### src/design/rlgsd_pkg.sv
// ----------------------------------------------------------------------------
// rlgsd_pkg
// Shared types and constants of the run-length glyph span decoder.
// ----------------------------------------------------------------------------
package rlgsd_pkg;

	localparam int CW      = 16;
	localparam int RSC_W   = CW + 1;
	localparam int ROW_W   = CW + 1;
	localparam int COL_W   = CW + 2;
	localparam int END_W   = CW + 3;
	localparam int CC_W    = 9;
	localparam int ADDR_W  = 5;
	localparam int DATA_W  = 32;

	localparam logic [7:0] ALPHA_RESET = 8'hff;

	typedef enum logic [2:0] {
		REG_CLIP_LEFT   = 3'd0,
		REG_CLIP_RIGHT  = 3'd1,
		REG_CLIP_TOP    = 3'd2,
		REG_CLIP_BOTTOM = 3'd3,
		REG_OFFSET_X    = 3'd4,
		REG_OFFSET_Y    = 3'd5,
		REG_WIDTH       = 3'd6,
		REG_ALPHA       = 3'd7
	} reg_idx_t;

	localparam logic CMD_START = 1'b0;
	localparam logic CMD_DATA  = 1'b1;

	typedef struct packed {
		logic signed [CW-1:0] clip_left;
		logic signed [CW-1:0] clip_right;
		logic signed [CW-1:0] clip_top;
		logic signed [CW-1:0] clip_bottom;
		logic [7:0]           glyph_offset_x;
		logic [7:0]           glyph_offset_y;
		logic [7:0]           glyph_width;
		logic [7:0]           glyph_alpha;
	} cfg_t;

	typedef struct packed {
		logic       command;
		logic [7:0] data_byte;
	} in_t;

	typedef struct packed {
		logic                 span_valid;
		logic signed [CW-1:0] row_y;
		logic signed [CW-1:0] pair_start_x;
		logic signed [CW-1:0] first_x;
		logic signed [CW-1:0] last_x;
		logic [7:0]           alpha_even;
		logic [7:0]           alpha_odd;
		logic                 glyph_done;
	} out_t;

endpackage

### src/design/rlgsd_cfg.sv
// ----------------------------------------------------------------------------
// rlgsd_cfg
// APB register bank holding the clip window, glyph offsets, width and alpha.
// ----------------------------------------------------------------------------
module rlgsd_cfg (
	input  logic                        clk,
	input  logic                        arst_n,
	input  logic                        psel,
	input  logic                        penable,
	input  logic                        pwrite,
	input  logic [rlgsd_pkg::ADDR_W-1:0] paddr,
	input  logic [rlgsd_pkg::DATA_W-1:0] pwdata,
	output logic [rlgsd_pkg::DATA_W-1:0] prdata,
	output logic                        pready,
	output rlgsd_pkg::cfg_t             cfg
);
	import rlgsd_pkg::*;

	cfg_t     cfg_q;
	reg_idx_t idx;
	logic     wr_en;

	assign pready = 1'b1;
	assign idx    = reg_idx_t'(paddr[ADDR_W-1:2]);
	assign wr_en  = psel & penable & pwrite & pready;
	assign cfg    = cfg_q;

	always_ff @(posedge clk or negedge arst_n) begin
		if (!arst_n) begin
			cfg_q             <= '0;
			cfg_q.glyph_alpha <= ALPHA_RESET;
		end else if (wr_en) begin
			case (idx)
				REG_CLIP_LEFT:   cfg_q.clip_left      <= pwdata[CW-1:0];
				REG_CLIP_RIGHT:  cfg_q.clip_right     <= pwdata[CW-1:0];
				REG_CLIP_TOP:    cfg_q.clip_top       <= pwdata[CW-1:0];
				REG_CLIP_BOTTOM: cfg_q.clip_bottom    <= pwdata[CW-1:0];
				REG_OFFSET_X:    cfg_q.glyph_offset_x <= pwdata[7:0];
				REG_OFFSET_Y:    cfg_q.glyph_offset_y <= pwdata[7:0];
				REG_WIDTH:       cfg_q.glyph_width    <= pwdata[7:0];
				REG_ALPHA:       cfg_q.glyph_alpha    <= pwdata[7:0];
				default: ;
			endcase
		end
	end

	always_comb begin
		prdata = '0;
		case (idx)
			REG_CLIP_LEFT:   prdata = DATA_W'($unsigned(cfg_q.clip_left));
			REG_CLIP_RIGHT:  prdata = DATA_W'($unsigned(cfg_q.clip_right));
			REG_CLIP_TOP:    prdata = DATA_W'($unsigned(cfg_q.clip_top));
			REG_CLIP_BOTTOM: prdata = DATA_W'($unsigned(cfg_q.clip_bottom));
			REG_OFFSET_X:    prdata = DATA_W'(cfg_q.glyph_offset_x);
			REG_OFFSET_Y:    prdata = DATA_W'(cfg_q.glyph_offset_y);
			REG_WIDTH:       prdata = DATA_W'(cfg_q.glyph_width);
			REG_ALPHA:       prdata = DATA_W'(cfg_q.glyph_alpha);
			default:         prdata = '0;
		endcase
	end

endmodule

### src/design/rlgsd_core.sv
// ----------------------------------------------------------------------------
// rlgsd_core
// Decoder state and the single-pass span logic for one coded byte.
// ----------------------------------------------------------------------------
module rlgsd_core (
	input  logic            clk,
	input  logic            arst_n,
	input  rlgsd_pkg::cfg_t cfg,
	input  rlgsd_pkg::in_t  item,
	input  logic            advance,
	output logic            res_valid,
	output rlgsd_pkg::out_t res
);
	import rlgsd_pkg::*;

	typedef enum logic [1:0] {
		PH_HEADER  = 2'd0,
		PH_REPEAT  = 2'd1,
		PH_LITERAL = 2'd2
	} phase_t;

	phase_t                    phase_q, phase_d;
	logic [7:0]                run_q, run_d;
	logic [CC_W-1:0]           cc_q, cc_d;
	logic signed [RSC_W-1:0]   rsc_q, rsc_d;
	logic signed [ROW_W-1:0]   row_q, row_d;
	logic [7:0]                skip_q, skip_d;
	logic                      fin_q, fin_d;

	logic [7:0]                n;
	logic [CC_W-1:0]           two_n;
	logic [CC_W:0]             cc_sum;
	logic signed [COL_W-1:0]   col;
	logic signed [END_W-1:0]   col_e, end_x, cl_e, cr_e, fx, lx;
	logic signed [ROW_W-1:0]   cb_e, row_inc;
	logic [7:0]                ae, ao;
	logic                      span_ok, run_done, row_end;

	// nibble * 17 * alpha / 255, truncating
	function automatic logic [7:0] scale(input logic [3:0] nib, input logic [7:0] a);
		logic [15:0] p;
		logic [15:0] s;
		p = {8'd0, nib, nib} * {8'd0, a};
		s = p + {8'd0, p[15:8]} + 16'd1;
		return s[15:8];
	endfunction

	assign n      = (phase_q == PH_REPEAT) ? run_q : 8'd1;
	assign two_n  = {n, 1'b0};
	assign cc_sum = {1'b0, cc_q} + {1'b0, two_n};
	assign col    = $signed({rsc_q[RSC_W-1], rsc_q}) +
		$signed({{(COL_W-CC_W){1'b0}}, cc_q});
	assign col_e  = {col[COL_W-1], col};
	assign end_x  = col_e + $signed({{(END_W-CC_W){1'b0}}, two_n}) - END_W'(1);
	assign cl_e   = {{(END_W-CW){cfg.clip_left[CW-1]}}, cfg.clip_left};
	assign cr_e   = {{(END_W-CW){cfg.clip_right[CW-1]}}, cfg.clip_right};
	assign fx     = (col_e < cl_e) ? cl_e : col_e;
	assign lx     = (end_x > cr_e) ? cr_e : end_x;
	assign ae     = scale(item.data_byte[3:0], cfg.glyph_alpha);
	assign ao     = scale(item.data_byte[7:4], cfg.glyph_alpha);
	assign cb_e   = {cfg.clip_bottom[CW-1], cfg.clip_bottom};
	assign row_inc = row_q + ROW_W'(1);

	always_comb begin
		span_ok = 1'b0;
		if (fx <= lx) begin
			if (fx < lx)
				span_ok = (ae != 8'd0) || (ao != 8'd0);
			else if (fx[0] ^ col_e[0])
				span_ok = (ao != 8'd0);
			else
				span_ok = (ae != 8'd0);
		end
	end

	always_comb begin
		phase_d   = phase_q;
		run_d     = run_q;
		cc_d      = cc_q;
		rsc_d     = rsc_q;
		row_d     = row_q;
		skip_d    = skip_q;
		fin_d     = fin_q;
		res_valid = 1'b0;
		res       = '0;
		run_done  = 1'b0;
		row_end   = 1'b0;
		if (item.command == CMD_START) begin
			skip_d  = cfg.glyph_offset_y;
			rsc_d   = $signed({cfg.clip_left[CW-1], cfg.clip_left}) -
				$signed({{(RSC_W-8){1'b0}}, cfg.glyph_offset_x});
			row_d   = {cfg.clip_top[CW-1], cfg.clip_top};
			cc_d    = '0;
			phase_d = PH_HEADER;
			run_d   = '0;
			fin_d   = (cfg.glyph_alpha == 8'd0) || (cfg.glyph_width == 8'd0) ||
				(cfg.clip_bottom < cfg.clip_top);
			if (fin_d) begin
				res_valid      = 1'b1;
				res.glyph_done = 1'b1;
			end
		end else if (!fin_q) begin
			case (phase_q)
				PH_HEADER: begin
					if (item.data_byte[7]) begin
						phase_d = PH_REPEAT;
						run_d   = {1'b0, item.data_byte[6:0]} + 8'd1;
					end else begin
						phase_d = PH_LITERAL;
						run_d   = item.data_byte + 8'd1;
					end
				end
				PH_REPEAT, PH_LITERAL: begin
					cc_d = cc_sum[CC_W-1:0];
					if (phase_q == PH_REPEAT) begin
						run_d    = '0;
						run_done = 1'b1;
					end else begin
						run_d    = run_q - 8'd1;
						run_done = (run_d == 8'd0);
					end
					if (run_done)
						phase_d = PH_HEADER;
					row_end = run_done && (cc_sum >= {2'b0, cfg.glyph_width});
					if (row_end) begin
						cc_d = '0;
						if (skip_q != 8'd0) begin
							skip_d = skip_q - 8'd1;
						end else begin
							row_d = row_inc;
							if (row_inc > cb_e)
								fin_d = 1'b1;
						end
					end
					if (skip_q == 8'd0) begin
						res_valid        = 1'b1;
						res.span_valid   = span_ok;
						res.row_y        = row_q[CW-1:0];
						res.pair_start_x = col[CW-1:0];
						res.first_x      = span_ok ? fx[CW-1:0] : '0;
						res.last_x       = span_ok ? lx[CW-1:0] : '0;
						res.alpha_even   = span_ok ? ae : 8'd0;
						res.alpha_odd    = span_ok ? ao : 8'd0;
						res.glyph_done   = fin_d;
					end
				end
				default: ;
			endcase
		end
	end

	always_ff @(posedge clk or negedge arst_n) begin
		if (!arst_n) begin
			phase_q <= PH_HEADER;
			run_q   <= '0;
			cc_q    <= '0;
			rsc_q   <= '0;
			row_q   <= '0;
			skip_q  <= '0;
			fin_q   <= 1'b1;
		end else if (advance) begin
			phase_q <= phase_d;
			run_q   <= run_d;
			cc_q    <= cc_d;
			rsc_q   <= rsc_d;
			row_q   <= row_d;
			skip_q  <= skip_d;
			fin_q   <= fin_d;
		end
	end

endmodule

### src/design/rle_4bit_glyph_span_decoder.sv
// ----------------------------------------------------------------------------
// rle_4bit_glyph_span_decoder
// Run-length 4-bit-alpha glyph decoder producing clipped, alpha-scaled spans.
// ----------------------------------------------------------------------------
// path: a byte is held in the input register, and its span is then captured in the result register
// throughput: one byte per cycle while the output is not stalled, set by the input register to result register pass
// the decoder state updates as each byte leaves the input register
// reset: pipeline empty, decoder finished until a start, glyph_alpha 255, others 0
module rle_4bit_glyph_span_decoder (
	input  logic                        clk,
	input  logic                        arst_n,
	input  logic                        in_valid,
	output logic                        in_stall,
	input  rlgsd_pkg::in_t              in_data,
	output logic                        out_valid,
	input  logic                        out_stall,
	output rlgsd_pkg::out_t             out_data,
	input  logic                        psel,
	input  logic                        penable,
	input  logic                        pwrite,
	input  logic [rlgsd_pkg::ADDR_W-1:0] paddr,
	input  logic [rlgsd_pkg::DATA_W-1:0] pwdata,
	output logic [rlgsd_pkg::DATA_W-1:0] prdata,
	output logic                        pready
);
	import rlgsd_pkg::*;

	cfg_t cfg;
	in_t  item_s1;
	logic valid_s1;
	logic advance;
	logic res_valid;
	out_t res;
	out_t res_s2;
	logic valid_s2;

	rlgsd_cfg u_cfg (
		.clk     (clk),
		.arst_n  (arst_n),
		.psel    (psel),
		.penable (penable),
		.pwrite  (pwrite),
		.paddr   (paddr),
		.pwdata  (pwdata),
		.prdata  (prdata),
		.pready  (pready),
		.cfg     (cfg)
	);

	rlgsd_core u_core (
		.clk       (clk),
		.arst_n    (arst_n),
		.cfg       (cfg),
		.item      (item_s1),
		.advance   (advance),
		.res_valid (res_valid),
		.res       (res)
	);

	assign advance   = valid_s1 & ~(valid_s2 & out_stall);
	assign in_stall  = valid_s1 & ~advance;
	assign out_valid = valid_s2;
	assign out_data  = res_s2;

	always_ff @(posedge clk or negedge arst_n) begin
		if (!arst_n) begin
			valid_s1 <= 1'b0;
			valid_s2 <= 1'b0;
		end else begin
			if (!in_stall)
				valid_s1 <= in_valid;
			if (advance)
				valid_s2 <= res_valid;
			else if (!out_stall)
				valid_s2 <= 1'b0;
		end
	end

	always_ff @(posedge clk) begin
		if (in_valid && !in_stall)
			item_s1 <= in_data;
		if (advance && res_valid)
			res_s2 <= res;
	end

endmodule

### config.mk
export PLATFORM = sky130hd
export DESIGN_NAME = rle_4bit_glyph_span_decoder
export DESIGN_NICKNAME = d
export VERILOG_FILES = /design/src/design/rlgsd_pkg.sv /design/src/design/rlgsd_cfg.sv /design/src/design/rlgsd_core.sv /design/src/design/rle_4bit_glyph_span_decoder.sv
export SDC_FILE = /design/constraint.sdc
export NUM_CORES = 1
export LEC_CHECK = 0
export BUFFER_PORTS_ARGS = -buffer_cell sky130_fd_sc_hd__buf_2
export CORE_AREA = 4 4 221 158
export DETAILED_ROUTE_END_ITERATION = 12
export DIE_AREA = 0 0 225 162
export HOLD_SLACK_MARGIN = 0.05
export PLACE_DENSITY = 0.82
export SKIP_CTS_REPAIR_TIMING = 1
export SKIP_LAST_GASP = 1
export SLEW_MARGIN = 10
export SYNTH_ARGS = -nofsm -noshare
export SYNTH_HDL_FRONTEND = slang
export SYNTH_SLANG_ARGS = --single-unit
### constraint.sdc
create_clock -name clk -period 10.35 [get_ports clk]
set_input_delay 2.07 -clock clk [delete_from_list [all_inputs] [get_ports clk]]
set_output_delay 2.07 -clock clk [all_outputs]
set_load 0.005 [all_outputs]
==> impl_results.rst <==
.. list-table::
   :header-rows: 1

   * - Metric
     - Value
   * - Setup repair after global routing missed its margin
     - no
   * - Slack of the critical path
     - 707 ps
   * - Portion of netlist area occupied by mux cells
     - 0.0577
   * - Most used cell, CP
     - a21oi_1
   * - Total CTS buffers
     - 27
   * - Die Ht
     - ~160 µm
   * - Die W
     - 225 µm
   * - Top post-synthesis cells by area
     - dfrtp_1 19%, ha_1 14%, edfxtp_1 14%, fa_1 6.7%, o21ai_0 4.1%
   * - Adder and majority cell fraction of the synthesized area
     - 0.209
   * - Layer with the highest usage after global routing
     - met1
   * - Compound-cell area share of the yosys netlist
     - 0.144
   * - Via count of the first global-routing pass
     - ~16000
   * - Half-perimeter wire length after placement
     - 43.5 mm
   * - Setup Total Neg Slack
     - 0 ps
   * - Library cell with the largest summed area after synthesis
     - dfrtp_1
   * - Met3 Use GR
     - 0.0734
   * - Area taken by multi-input logic gates
     - approximately 0.012 mm²
   * - Post-route insts no fill
     - 2682
   * - Result of the run
     - finished, final reports clean
   * - Highest Clock Rate
     - about 100 MHz
   * - Die Area
     - 0.0365 mm²
   * - Net count of the finished layout
     - 2574
   * - Insertion delay of the later-clocked pin in the worst-skew pair
     - 570 ps
   * - Grt total ovfl
     - 0
   * - Synthesis-stage register bit count
     - 250
   * - Actual transition at the worst max-transition pin
     - roughly 1100 ps
   * - Async set-reset flop share out of synthesis
     - 0.636
   * - Routed WL
     - 55.8 mm
   * - Normalized max-slew margin
     - 0.279
   * - Pin count of the biggest net entering global routing
     - between 100 and 150
   * - All-Layer GR Usage
     - 0.303
   * - Setup Viol. Count Final
     - 0
   * - Sequential cell area
     - 0.00672 mm²
   * - Commonest cells in the synthesized netlist
     - 230 x ha_1, 216 x inv_1, 194 x nand2_1
   * - Source of the critical timing path
     - u_core.cc_q[2]
   * - Worst reg2reg endpoint
     - out_data[17]
   * - Num Clock Sinks
     - 250
   * - Number of antenna violations at the first check in global routing
     - 2
   * - Placed Cells incl. Taps
     - 2630
   * - M1 GR Usage
     - 0.473
   * - Combined area of all synthesized cells
     - 0.0201 mm²
   * - Number of synthesis warnings
     - 0
   * - Number of inserted filler cells in the final layout
     - around 2600
   * - Count of TritonRoute iterations in the first routing pass
     - 9
   * - Buffer depth of the longest clock path
     - 3
   * - Number of vias in the routed layout
     - 16560
   * - Area growth from synthesis to layout
     - 9.55%
   * - Setup slack after placement
     - between 1000 and 1500 ps
   * - Synthesized-area fraction occupied by xor and xnor cells
     - 0.0430
   * - Worst Reg-to-Reg Cells
     - 34
   * - Fin. Hold Viols
     - 0
   * - Util after Layout
     - 0.669
   * - Max Cap Viol
     - 0
   * - Cell with the biggest individual delay on the critical path
     - nor2_2
   * - Final critical-path required period
     - 9640 ps
   * - Seq/Total Area, Yosys
     - 0.334
   * - Setup clock skew after layout
     - 30.9 ps
   * - Critical Path Sink
     - out_data[17]
   * - Simple-gate portion of the synthesized area
     - 0.151
   * - Synthesized area per cell
     - ~9.5 µm²
   * - Placement Rows
     - 56
   * - Worst Hold Depth
     - 2
   * - Endpoint arrival time on the critical path
     - 10030 ps
   * - Routed len/inst
     - between 20 and 25 µm
   * - Total core area
     - 0.0330 mm²
   * - Placer Congestion
     - ~1.0
   * - Critical path startpoint category
     - register
   * - Critical path's largest stage delay
     - 580 ps
   * - Synth top area share
     - 0.186
   * - Class of the tightest hold or removal check
     - register to register
   * - Register-to-register setup slack
     - about 710 ps
   * - Clock tree root buffer cell
     - clkbuf_16
   * - Vias per inst
     - 6.17
   * - Clock-pin slew on the worst setup and hold paths
     - 70 ps
   * - ANT nets after route
     - 0
   * - Wire length of the first global-routing pass
     - 87.6 mm
   * - Number of pins with negative max-slew slack in the final report
     - 0
   * - Starting utilization of the core area
     - 0.611
   * - CTS tree
     - done
   * - Dominant combinational cell family by area after synthesis
     - adder cells
   * - Leading cell type by number of instances after synthesis
     - ha_1
   * - Number of instances in the synthesized netlist
     - between 2000 and 2500
   * - Count of input and output buffers
     - 134
   * - Number of distinct standard cells referenced by the synthesized netlist
     - 82
   * - Critical Path End Type
     - register
   * - CTS H-Tree Depth
     - 1
   * - Prevailing post-synth register cell
     - dfrtp_1
   * - Critical Path RT
     - 10730 ps
   * - Type of the worst setup path
     - register to register
   * - Residual DRC
     - 0
   * - Reg-to-Reg Start
     - u_core.cc_q[2]
   * - Number of top-level pins
     - 170
   * - Final clock period utilization by the worst path
     - 0.932
   * - Met2 demand-to-capacity share in global routing
     - 0.425
   * - Share of final-layout standard cells stronger than drive strength 1
     - 0.134
   * - Largest fanout on the critical path
     - 33
   * - Number of flops mapped to enable cells by yosys
     - 91
   * - Number of DRC markers in iteration 0
     - 2011
[layout make-up]
| type | count | share of cell area |
|---|---|---|
| Clock buffer | 38 | 0.0362 |
| Clock inverter | 12 | 0.00402 |
| Antenna cell | 2 | 0.000227 |
| Multi-Input combinational cell | 1575 | 0.557 |
| Sequential cell | 250 | 0.305 |
| Timing Repair Buffer | 151 | 0.0364 |
| Inverter | 219 | 0.0372 |
| Tap cell | 435 | 0.0247 |
[critical path: cells and delay by family, from the launching register on]
kind	cells	cell delay [ps]
multiplexers	3	860
flip-flops	1	440
adder cells (fa/ha/maj)	4	1300
buffers and inverters	3	870
AND/OR/NAND/NOR	3	850
AO/OA/AOI/OAI	19	4350
XOR/XNOR	2	750
[per-layer routing]
metal | share of wire | vias up | wire (µm)
met2 | 0.41 | 824 | 22700
li1 | - | 7628 | -
met4 | 0.026 | 2 | 1440
met5 | 0.00013 | - | 7
met1 | 0.46 | 8014 | 25400
met3 | 0.11 | 92 | 6270
[worst min path at each step]
stage                          startpoint  slack [ps]         endpoint
after floorplan           u_core.rsc_q[3]         460  u_core.rsc_q[3]
after global placement    u_core.rsc_q[2]         470  u_core.rsc_q[2]
after detailed placement  u_core.rsc_q[1]         480  u_core.rsc_q[1]
after CTS                 u_core.rsc_q[1]         500  u_core.rsc_q[1]
after global routing      u_core.rsc_q[1]         540  u_core.rsc_q[1]
final                     u_core.rsc_q[1]         490  u_core.rsc_q[1]
[state kept, by name, summed over array words and instances, names as in the netlist]
register / flops
u_cfg.cfg: 96
out_data: 82
u_core.row_q: 17
u_core.rsc_q: 17
item_s1: 9
u_core.cc_q: 8
u_core.run_q: 8
u_core.skip_q: 8
u_core.phase_q: 2
out_valid: 1
u_core.fin_q: 1
valid_s1: 1
[logic make-up after synthesis]
group           after synthesis
mux                          93
other cells                   2
flops                       250
xor+xnor                     99
simple gates                606
fa+ha+maj                   297
buf+inv                     309
compound gates              463
[through the flow]
stage | instance area, µm² | hold WS (ps)
after global placement | 21200 | 470
final | 22100 | 489
after CTS | 22100 | 497
after floorplan | 20200 | 455
after detailed placement | 21200 | 482
after global routing | 22100 | 541
[cells in the final DEF, fill, tap and decap left out, types with 28 or more instances in the layout]
master     synthesis  routed
a21o_1            32      32
a21oi_1           98      97
and2_1            75      75
buf_2              3     133
clkbuf_16          0      28
dfrtp_1          150     150
edfxtp_1          91      91
fa_1              67      67
ha_1             230     230
inv_1            216     216
mux2_2            45      45
mux2i_1           34      33
nand2_1          194     193
nand3_1           28      28
nor2_1           111     110
nor2b_1           47      47
o21ai_0          165     164
xnor2_1           60      60
xor2_1            39      39
Power is not shown: default switching activity piles up to over one toggle a cycle in this logic, so the estimate is an artifact.
